--- src/hdl/nps_pkg.sv ---
package nps_pkg;

  // Default table depth
  localparam int unsigned MAX_TASKS_DEF = 16;

  // Field widths
  localparam int unsigned PRIO_W = 8;
  localparam int unsigned TIME_W = 16;
  localparam int unsigned ID_W   = 4;
  localparam int unsigned GTIME_W = 32;

  // Input operation codes
  localparam logic OP_PUSH = 1'b0;
  localparam logic OP_TICK = 1'b1;

  // Result status codes
  typedef enum logic [1:0] {
    ST_PUSHED = 2'd0,
    ST_FULL   = 2'd1,
    ST_RAN    = 2'd2,
    ST_IDLE   = 2'd3
  } nps_status_t;

  // One task table entry
  typedef struct packed {
    logic [PRIO_W-1:0] prio;
    logic [TIME_W-1:0] need;
    logic [TIME_W-1:0] done;
  } nps_rec_t;

endpackage

--- src/hdl/nps_if.sv ---
interface nps_in_if
  import nps_pkg::*;
();
  logic              valid;
  logic              ready;
  logic              op;
  logic [PRIO_W-1:0] priority_req;
  logic [TIME_W-1:0] service_time;

  modport source (output valid, output op, output priority_req, output service_time,
                  input ready);
  modport sink   (input valid, input op, input priority_req, input service_time,
                  output ready);
endinterface

interface nps_out_if
  import nps_pkg::*;
();
  logic               valid;
  logic               ready;
  logic [1:0]         status;
  logic [ID_W-1:0]    task_id;
  logic [PRIO_W-1:0]  task_priority;
  logic [TIME_W-1:0]  task_elapsed;
  logic               task_finished;
  logic [GTIME_W-1:0] global_time;

  modport source (output valid, output status, output task_id, output task_priority,
                  output task_elapsed, output task_finished, output global_time,
                  input ready);
  modport sink   (input valid, input status, input task_id, input task_priority,
                  input task_elapsed, input task_finished, input global_time,
                  output ready);
endinterface

--- src/hdl/nps_table.sv ---
module nps_table
  import nps_pkg::*;
#(
  parameter int unsigned DEPTH = MAX_TASKS_DEF,
  parameter int unsigned AW    = $clog2(DEPTH)
) (
  input  logic          clk,
  input  logic          we,
  input  logic [AW-1:0] waddr,
  input  nps_rec_t      wdata,
  input  logic [AW-1:0] raddr,
  output nps_rec_t      rdata
);

  nps_rec_t mem [DEPTH];

  // One write port, one registered read port
  always_ff @(posedge clk) begin
    if (we) begin
      mem[waddr] <= wdata;
    end
    rdata <= mem[raddr];
  end

endmodule

--- src/hdl/nonpreemptive_priority_scheduler.sv ---
// Push: the input word is taken in S_IDLE and the result word is loaded from S_EMIT.
// Tick with a task already running: S_LOAD, S_RUN, then S_EMIT (one table read).
// Tick that must select a task: S_SCAN, S_SCAN_TAIL, S_SCAN_DONE, S_RUN, then S_EMIT (S_RUN is
// skipped when idle); the selection walks every table slot through one comparator, one a cycle.
// Input is ready again the cycle after the result loads; a stalled result holds it off.
// Synchronous reset clears all pending flags, ids, busy and time.
module nonpreemptive_priority_scheduler
  import nps_pkg::*;
#(
  parameter int unsigned MAX_TASKS = MAX_TASKS_DEF
) (
  input  logic  clk,
  input  logic  rst,
  nps_in_if.sink    sched_in,
  nps_out_if.source sched_out
);

  localparam int unsigned SW = $clog2(MAX_TASKS);
  localparam int unsigned NW = $clog2(MAX_TASKS + 1);

  typedef enum logic [2:0] {
    S_IDLE, S_LOAD, S_SCAN, S_SCAN_TAIL, S_SCAN_DONE, S_RUN, S_EMIT
  } state_t;

  state_t              state;
  logic [MAX_TASKS-1:0] pending;
  logic [NW-1:0]       next_id;
  logic [SW-1:0]       running_slot;
  logic                busy;
  logic [GTIME_W-1:0]  tick_count;

  // Scan pipeline
  logic [SW-1:0]       scan_addr;
  logic [SW-1:0]       chk_slot;
  logic                chk_valid;
  logic                found;

  // Current task record
  logic [SW-1:0]       cur_slot;
  nps_rec_t            cur_rec;

  // Result staging
  nps_status_t         res_status;
  logic [ID_W-1:0]     res_id;
  logic [PRIO_W-1:0]   res_prio;
  logic [TIME_W-1:0]   res_elapsed;
  logic                res_fin;

  // Table port
  logic                tbl_we;
  logic [SW-1:0]       tbl_waddr;
  nps_rec_t            tbl_wdata;
  logic [SW-1:0]       tbl_raddr;
  nps_rec_t            tbl_rdata;

  logic                in_fire;
  logic                table_full;
  logic [SW-1:0]       push_slot;
  logic [TIME_W-1:0]   done_new;
  logic                run_fin;
  logic                eval_en;
  logic                take_best;
  logic [SW+ID_W-1:0]  push_id_ext;
  logic [SW+ID_W-1:0]  cur_id_ext;
  logic                out_free;

  nps_table #(
    .DEPTH (MAX_TASKS),
    .AW    (SW)
  ) u_table (
    .clk   (clk),
    .we    (tbl_we),
    .waddr (tbl_waddr),
    .wdata (tbl_wdata),
    .raddr (tbl_raddr),
    .rdata (tbl_rdata)
  );

  assign sched_in.ready = (state == S_IDLE);
  assign in_fire        = sched_in.valid && sched_in.ready;
  assign table_full     = (next_id >= NW'(MAX_TASKS));
  assign push_slot      = next_id[SW-1:0];
  assign done_new       = cur_rec.done + TIME_W'(1);
  assign run_fin        = (done_new >= cur_rec.need);
  assign push_id_ext    = {{ID_W{1'b0}}, push_slot};
  assign cur_id_ext     = {{ID_W{1'b0}}, cur_slot};
  assign out_free       = !sched_out.valid || sched_out.ready;

  // Compare the slot returned by the table against the best so far
  assign eval_en   = chk_valid && ((state == S_SCAN) || (state == S_SCAN_TAIL));
  assign take_best = eval_en && pending[chk_slot] && (tbl_rdata.need != '0) &&
                     (!found || (tbl_rdata.prio < cur_rec.prio));

  // Table address and write data
  always_comb begin
    tbl_raddr = (state == S_SCAN) ? scan_addr : running_slot;
    tbl_we    = 1'b0;
    tbl_waddr = push_slot;
    tbl_wdata = '{prio: sched_in.priority_req, need: sched_in.service_time, done: '0};
    if (state == S_RUN) begin
      tbl_we    = 1'b1;
      tbl_waddr = cur_slot;
      tbl_wdata = '{prio: cur_rec.prio, need: cur_rec.need, done: done_new};
    end else if (in_fire && (sched_in.op == OP_PUSH) && !table_full) begin
      tbl_we = 1'b1;
    end
  end

  // Sequencer, scheduler state and output register
  always_ff @(posedge clk) begin
    if (rst) begin
      state           <= S_IDLE;
      pending         <= '0;
      next_id         <= '0;
      running_slot    <= '0;
      busy            <= 1'b0;
      tick_count      <= '0;
      chk_valid       <= 1'b0;
      found           <= 1'b0;
      sched_out.valid <= 1'b0;
    end else begin
      // Drop the output word once taken
      if (sched_out.valid && sched_out.ready && (state != S_EMIT)) begin
        sched_out.valid <= 1'b0;
      end

      case (state)
        S_IDLE: begin
          if (in_fire) begin
            res_prio    <= '0;
            res_elapsed <= '0;
            res_fin     <= 1'b0;
            res_id      <= ((sched_in.op == OP_PUSH) && !table_full) ?
                           push_id_ext[ID_W-1:0] : '0;
            if (sched_in.op == OP_PUSH) begin
              if (table_full) begin
                res_status <= ST_FULL;
              end else begin
                res_status         <= ST_PUSHED;
                pending[push_slot] <= 1'b1;
                next_id            <= next_id + NW'(1);
              end
              state <= S_EMIT;
            end else if (busy && pending[running_slot]) begin
              state <= S_LOAD;
            end else begin
              busy      <= 1'b0;
              scan_addr <= '0;
              chk_valid <= 1'b0;
              found     <= 1'b0;
              state     <= S_SCAN;
            end
          end
        end

        S_LOAD: begin
          cur_rec  <= tbl_rdata;
          cur_slot <= running_slot;
          state    <= S_RUN;
        end

        S_SCAN, S_SCAN_TAIL: begin
          // Retire zero-length tasks, keep the best candidate
          if (eval_en && pending[chk_slot] && (tbl_rdata.need == '0)) begin
            pending[chk_slot] <= 1'b0;
          end
          if (take_best) begin
            cur_rec  <= tbl_rdata;
            cur_slot <= chk_slot;
            found    <= 1'b1;
          end
          if (state == S_SCAN) begin
            chk_slot  <= scan_addr;
            chk_valid <= 1'b1;
            scan_addr <= scan_addr + SW'(1);
            if (scan_addr == SW'(MAX_TASKS - 1)) begin
              state <= S_SCAN_TAIL;
            end
          end else begin
            chk_valid <= 1'b0;
            state     <= S_SCAN_DONE;
          end
        end

        S_SCAN_DONE: begin
          if (found) begin
            busy         <= 1'b1;
            running_slot <= cur_slot;
            state        <= S_RUN;
          end else begin
            res_status <= ST_IDLE;
            state      <= S_EMIT;
          end
        end

        S_RUN: begin
          // Run the task one tick and advance time
          tick_count  <= tick_count + GTIME_W'(1);
          res_status  <= ST_RAN;
          res_id      <= cur_id_ext[ID_W-1:0];
          res_prio    <= cur_rec.prio;
          res_elapsed <= done_new;
          res_fin     <= run_fin;
          if (run_fin) begin
            pending[cur_slot] <= 1'b0;
            busy              <= 1'b0;
          end
          state <= S_EMIT;
        end

        S_EMIT: begin
          if (out_free) begin
            sched_out.valid         <= 1'b1;
            sched_out.status        <= res_status;
            sched_out.task_id       <= res_id;
            sched_out.task_priority <= res_prio;
            sched_out.task_elapsed  <= res_elapsed;
            sched_out.task_finished <= res_fin;
            sched_out.global_time   <= tick_count;
            state                   <= S_IDLE;
          end
        end

        default: begin
          state <= S_IDLE;
        end
      endcase
    end
  end

endmodule

--- src/flat_wrapper.sv ---
// flat-port wrapper written by rule: the top's interface ports become plain ports
module nonpreemptive_priority_scheduler_flat import nps_pkg::*;
#(
  parameter int unsigned MAX_TASKS = MAX_TASKS_DEF
)
  (clk, rst, sched_in_valid, sched_in_op, sched_in_priority_req, sched_in_service_time, sched_in_ready, sched_out_valid, sched_out_status, sched_out_task_id, sched_out_task_priority, sched_out_task_elapsed, sched_out_task_finished, sched_out_global_time, sched_out_ready);
  nps_in_if sched_in_i ();
  nps_out_if sched_out_i ();
  input  logic clk;
  input  logic rst;
  input wire logic [$bits(sched_in_i.valid)-1:0] sched_in_valid;
  input wire logic [$bits(sched_in_i.op)-1:0] sched_in_op;
  input wire logic [$bits(sched_in_i.priority_req)-1:0] sched_in_priority_req;
  input wire logic [$bits(sched_in_i.service_time)-1:0] sched_in_service_time;
  output wire logic [$bits(sched_in_i.ready)-1:0] sched_in_ready;
  output wire logic [$bits(sched_out_i.valid)-1:0] sched_out_valid;
  output wire logic [$bits(sched_out_i.status)-1:0] sched_out_status;
  output wire logic [$bits(sched_out_i.task_id)-1:0] sched_out_task_id;
  output wire logic [$bits(sched_out_i.task_priority)-1:0] sched_out_task_priority;
  output wire logic [$bits(sched_out_i.task_elapsed)-1:0] sched_out_task_elapsed;
  output wire logic [$bits(sched_out_i.task_finished)-1:0] sched_out_task_finished;
  output wire logic [$bits(sched_out_i.global_time)-1:0] sched_out_global_time;
  input wire logic [$bits(sched_out_i.ready)-1:0] sched_out_ready;
  assign sched_in_i.valid = sched_in_valid;
  assign sched_in_i.op = sched_in_op;
  assign sched_in_i.priority_req = sched_in_priority_req;
  assign sched_in_i.service_time = sched_in_service_time;
  assign sched_in_ready = sched_in_i.ready;
  assign sched_out_valid = sched_out_i.valid;
  assign sched_out_status = sched_out_i.status;
  assign sched_out_task_id = sched_out_i.task_id;
  assign sched_out_task_priority = sched_out_i.task_priority;
  assign sched_out_task_elapsed = sched_out_i.task_elapsed;
  assign sched_out_task_finished = sched_out_i.task_finished;
  assign sched_out_global_time = sched_out_i.global_time;
  assign sched_out_i.ready = sched_out_ready;
  nonpreemptive_priority_scheduler #(.MAX_TASKS(MAX_TASKS)) u_core (.clk(clk), .rst(rst), .sched_in(sched_in_i), .sched_out(sched_out_i));
endmodule
--- config.mk ---
export PLATFORM = sky130hd
export DESIGN_NAME = nonpreemptive_priority_scheduler_flat
export DESIGN_NICKNAME = d
export VERILOG_FILES = /design/src/hdl/nps_pkg.sv /design/src/hdl/nps_if.sv /design/src/hdl/nps_table.sv /design/src/hdl/nonpreemptive_priority_scheduler.sv /design/src/flat_wrapper.sv
export SDC_FILE = /design/constraint.sdc
export NUM_CORES = 1
export LEC_CHECK = 0
export CELL_PAD_IN_SITES_DETAIL_PLACEMENT = 2
export CELL_PAD_IN_SITES_GLOBAL_PLACEMENT = 2
export CORE_UTILIZATION = 46
export DETAILED_ROUTE_END_ITERATION = 12
export DONT_BUFFER_PORTS = 1
export PLACE_DENSITY = 0.75
export SYNTH_ARGS = -nofsm -noshare
export SYNTH_HDL_FRONTEND = slang
export SYNTH_SLANG_ARGS = --single-unit
--- constraint.sdc ---
create_clock -name clk -period 13.6 [get_ports clk]
set_input_delay 4.08 -clock clk [delete_from_list [all_inputs] [get_ports clk]]
set_output_delay 4.08 -clock clk [all_outputs]
set_load 0.1 [all_outputs]
# After elaboration in Yosys (flattened, before gate mapping)
# Memory sizes are Yosys's and may differ from the RTL's. A register that Yosys moved wholly into a read port is not among the register bits.
# Index checks and enable logic that the tools add are counted.
[op_classes]
eq_ne = 21
muxes = 67
reduce_logical = 43
n_addsub = 4
bitwise_logic = 8
magnitude_cmp = 10
[ops]
columns = ["operator", "count"]
rows = [
  ["16-bit two-way mux", 6],
  ["40-bit two-way mux", 2],
  ["40-bit one-hot mux with 2 select lines", 1],
  ["16-bit one-hot mux with 3 select lines", 1],
  ["4-bit two-way mux", 9],
  ["32-bit by 1-bit adder with 32-bit output, second input constant", 1],
  ["16-bit bitwise AND", 2],
  ["16-bit inverter", 2],
  ["16-bit one-hot mux with 2 select lines", 1],
  ["4-bit one-hot mux with 2 select lines", 3],
  ["1-bit two-way mux", 21],
  ["4-bit by 5-bit less-than comparator with 1-bit output, second input constant", 4],
  ["3-bit one-hot mux with 6 select lines", 1],
  ["6-bit AND reduction", 3],
  ["16-bit by 1-bit adder with 16-bit output, second input constant", 1],
  ["16-bit greater-or-equal comparator", 1],
  ["16-bit zero test", 1],
  ["16-bit bitwise OR", 1],
  ["8-bit one-hot mux with 2 select lines", 1],
  ["16-bit nonzero test", 1],
  ["1-bit logical AND", 15],
  ["3-bit two-way mux", 5],
  ["3-bit AND reduction", 5],
  ["1-bit demux with 4-bit select", 3],
  ["28 further kinds", 62],
]
[word_totals]
ff_bits = 210
output_inout_bits = 65
memories = 1
wordCells = 180
input_bits = 29
mem_bits_rw = 640
[memory_table]
columns = ["memory", "words", "word_bits", "read_ports", "rd_clocked_by_memory_dff", "write_ports", "line", "text"]
rows = [
  ["u_core.u_table.mem", 16, 40, 1, 1, 1, "nps_table.sv:15", "nps_rec_t mem [DEPTH];"],
]

# Depth between registers and ports, before layout
[depth]
depth_word = 9
mapped_depth = 13
ltp_nobuf = 12

# Cells and area by module
# A second synthesis with hierarchy kept.
[hier_totals]
hier_cells = 1846
area_unflattened_um2 = 34593.2
[by_module_without_submodules]
columns = ["mod", "cells_each", "seq_area_each_um2", "n_inst", "area_each_um2"]
rows = [
  ["nps_table", 1040, 20019.2, 1, 25131.6],
  ["nonpreemptive_priority_scheduler", 806, 5665.4, 1, 9461.6],
]

# Worst setup path after synthesis
# Ideal clock, no wire load.
[synth_timing]
kind = "input port to flip-flop"
startpoint = "in rst"
endpoint = "reg u_core.sched_out.global_time[0] (enable)"
n_path_buf = 2
arrival_time_ps = 10501
slack_ps = 2459
cell_stages = 3
setup_time_ps = 640
required_ps = 12960
path_cell_list = "clkbuf_1 -> clkbuf_1 -> nor4_1"
[synth_between]
elab_chain_len = 2
[synth_lines]
columns = ["item", "line", "text"]
rows = [
  ["start, declared", "flat_wrapper.sv:10", "input logic rst;"],
  ["1-bit inverter (no line)", "--", ""],
  ["3-bit AND reduction (no line)", "--", ""],
  ["end signal, assigned", "nonpreemptive_priority_scheduler.sv:219", "sched_out.global_time <= tick_count;"],
  ["end, declared", "nps_if.sv:29", "output task_elapsed, output task_finished, output global_time,"],
]
# Every way passes these cells.
# A chain may end at the register's enable or synchronous reset.

# Worst setup path in the final report
[layout_timing]
startpoint = "in sched_in_valid"
endpoint = "mem u_core.u_table.mem[6][13] (netlist name) (enable)"
[layout_between]
elab_chain_len = 7
[layout_lines]
columns = ["item", "line", "text"]
rows = [
  ["start, declared", "flat_wrapper.sv:11", "input wire logic [$bits(sched_in_i.valid)-1:0] sched_in_valid;"],
  ["1-bit logical AND", "nonpreemptive_priority_scheduler.sv:80", "assign in_fire = sched_in.valid && sched_in.ready;"],
  ["1-bit logical AND (2 in series)", "nonpreemptive_priority_scheduler.sv:104", "end else if (in_fire && (sched_in.op == OP_PUSH) && !table_full) begin"],
  ["1-bit two-way mux", "nonpreemptive_priority_scheduler.sv:104", ""],
  ["1-bit two-way mux", "nonpreemptive_priority_scheduler.sv:100", "if (state == S_RUN) begin"],
  ["1-bit two-way mux", "nps_table.sv:19", "if (we) begin"],
  ["1-bit two-way mux (implied by the code)", "nps_table.sv:20", "mem[waddr] <= wdata;"],
  ["end, declared", "nps_table.sv:15", ""],
]
# Every way passes these cells.

==> flow_summary.toml <==
[layout]
final_cells = 3676
syn2layout_area_growth_pct = 12.2
drive_above_1_share_pct = 9.22
post-route-util_pct = 52.3
fillers = 7017
final_cell_mix = "edfxtp_1, nand2_1, a211oi_1, a21oi_1"
nets = 2626
final_common_cell = "edfxtp_1"

[floorplan]
core_mm2 = 0.0762
start_util_pct = 46.6
ioPinCount = 94
rows = 101
die_y_um = 280
die_w_um = 280
dieArea_mm2 = 0.0783

[logic_synthesis]
ys_seq_elements = 890
synth-async-reset-ratio_pct = 0
avgSynthCellArea_um2 = 13.7
synth_area_mm2 = 0.0355
syn_inst = 2592
synth_top_area_share_pct = 66.5
synth_top_flop_cell = "edfxtp_1"
ys_seq_area_share_pct = 72.3
synth.distinct_cells = 56
synth_nets = 2651
yosysTopAreaCell = "edfxtp_1"
yosys_warnings = 0
yosys-top-cells-area = "edfxtp_1, dfxtp_1, a211oi_1, nand2_1, a311oi_1"
synth-edff-count = 786

[timing]
finalCritPeriodShare_pct = 53.3
hold_viol_final = 0
finClkSkew_ns = 0.0377
holdWs_ns = 0.417
fmax_ghz = 0.138
fin_setup_tns_ns = 0
grt_setup_unrepaired = "false"
worst_pin_slew_ns = 1.35
setup_ws_ns = 6.35
slew_headroom_pct = 9.17
min_period_ns = 7.25
setup_viol = 0
drv_slew = 0

[clock_network]
cts-root-buf = "clkbuf_16"
hold_buffers = 0
ctsResizeCount = 0
cts_setup_buffers = 0
cts.sinks = 890
clk-insertion-delay-late_ns = 0.67
cts_made_buffers = 93
cts_tree = "yes"
clk_pin_slew_ns = 0.07
cts_buffer_depth = 3
cts.htree.levels = 3

[routing]
vias_per_cell = 6.10
drc = 0
ant_nets = 0
drt_wl_total_um = 110000
drt-pass1-iter-count = 5
drt_iter0_markers = 1686
wl_per_cell_um = 29.8
dr_total_vias = 22400

[setup_path]
critPathCaptureType = "flip-flop"
crit_type = "input pin to flip-flop"
start_kind = "input pin"
worstPathMaxFanout = 29
crit_arrival_ns = 7.53
crit_required_ns = 13.87
rr_worst_depth = 9

[placement]
place.gp.congestion = 0.820
place_hpwl_um = 62800
preCtsSetupSlack_ns = 5.82
port_buffers = 0
placedCellCount = 3501

[global_route]
grt_max_degree = 218
grt_usage_pct = 28.2
grt_pass1_wl_um = 163000
grt_overflow = 0
grt_pass1_vias = 24900
antenna_found_initial = 3

[job]
drv_cap = 0

[run_status]
status = "finished clean"

[pwr]
powerDensity_mw_per_mm2 = 161
p_leak_uw = 0.0127
ir_drop_mv = 0.105

[worst_hold_path]
hold_class = "flip-flop to flip-flop"
whs_path_depth = 0
==> final cells by class <==
| cell class | instances | area [um^2] | area share (%) |
|---|---|---|---|
| inverters | 49 | 184 | 0.461 |
| multi-input cells | 1484 | 9200 | 23.1 |
| clock inverters | 36 | 409 | 1.03 |
| repair buffers | 49 | 420 | 1.05 |
| clock buffers | 137 | 2680 | 6.71 |
| diodes | 1 | 2.50 | 0.00628 |
| flip-flops and latches | 890 | 25700 | 64.4 |
| well taps | 1030 | 1290 | 3.23 |
==> final timing paths <==
kind                            from                         to  slack [ns]
max                   sched_in_valid  u_core.u_table.mem[6][13]        6.35
min          u_core.u_table.rdata[6]          u_core.cur_rec[6]        0.42
min reg2reg  u_core.u_table.rdata[6]          u_core.cur_rec[6]        0.42
max reg2reg          u_core.state[1]   u_core.u_table.rdata[35]        8.92
==> routing by layer <==
layer | vias to the layer above | track usage [%] | share of wire (%) | routed length [um]
met5 | - | 0 | 0.012 | 13
met4 | 2 | 8.46 | 2.8 | 3050
met3 | 193 | 4.10 | 4.3 | 4760
met2 | 622 | 50.2 | 52 | 57100
met1 | 11900 | 35.4 | 41 | 44600
li1 | 9743 | - | - | -
==> cell usage after synthesis, types with 4 or more instances <==
master	count
a211oi_1	204
a21o_1	11
a21oi_1	109
a221oi_1	5
a221oi_2	10
a311oi_1	80
a31oi_1	89
and2_0	88
and2_1	104
and3_1	11
and4_1	4
buf_1	10
buf_2	19
clkbuf_1	137
dfxtp_1	104
edfxtp_1	786
ha_1	30
inv_1	48
mux2i_1	8
mux4_2	10
nand2_1	402
nand2b_1	8
nand3_1	42
nand4_1	11
nor2_1	93
nor2b_1	8
nor3_1	16
nor4_1	7
o21ai_0	31
o221ai_1	11
or3_1	27
xnor2_1	20
xor2_1	22
==> through the flow <==
step	area [um^2]	power, uW
after CTS	39900	6440
final	39900	6400
after global routing	39900	6570
after floorplan	35500	3600
after detailed placement	36800	3840
after global placement	36800	3780
==> logic make-up (layout without fill, tap and decap cells) <==
| logic type | count (synthesis) | in the layout | synth area share, % |
|---|---|---|---|
| buffers and inverters | 218 | 271 | 2.41 |
| other | 0 | 1 | 0 |
| xor gates and xnor gates | 42 | 42 | 1.04 |
| muxes | 19 | 19 | 0.891 |
| and+or+nand+nor | 833 | 833 | 11.2 |
| AOI/OAI and AO/OA | 560 | 560 | 11.1 |
| adders and majority gates | 30 | 30 | 1.06 |
| DFF | 890 | 890 | 72.3 |
==> power by group <==
group / switching, uW / leakage (uW) / total [uW] / internal [uW]
combinational: 448 / 0.00332 / 623 / 175
clock: 1090 / 0.00151 / 2610 / 1520
sequential: 97.2 / 0.00784 / 3170 / 3070
==> state kept, by name, indices dropped and copies added (netlist names), 5 cells and up <==
signal	cells
u_core.tick_count	32
u_core.res_elapsed	16
u_core.next_id	5
u_core.sched_out.task_priority	8
u_core.u_table.mem	640
u_core.res_prio	8
u_core.u_table.rdata	40
u_core.pending	16
u_core.sched_out.task_elapsed	16
u_core.cur_rec	40
u_core.sched_out.global_time	32
==> worst max-delay path: stages <==
cell,delay [ns]
nand2b_1,0.06
or3_1,0.43
nor3_1,0.98
a31oi_1,0.68
nor2_4,0.63
buf_4,0.62
Note: power is estimated with default switching activity, not from simulation.
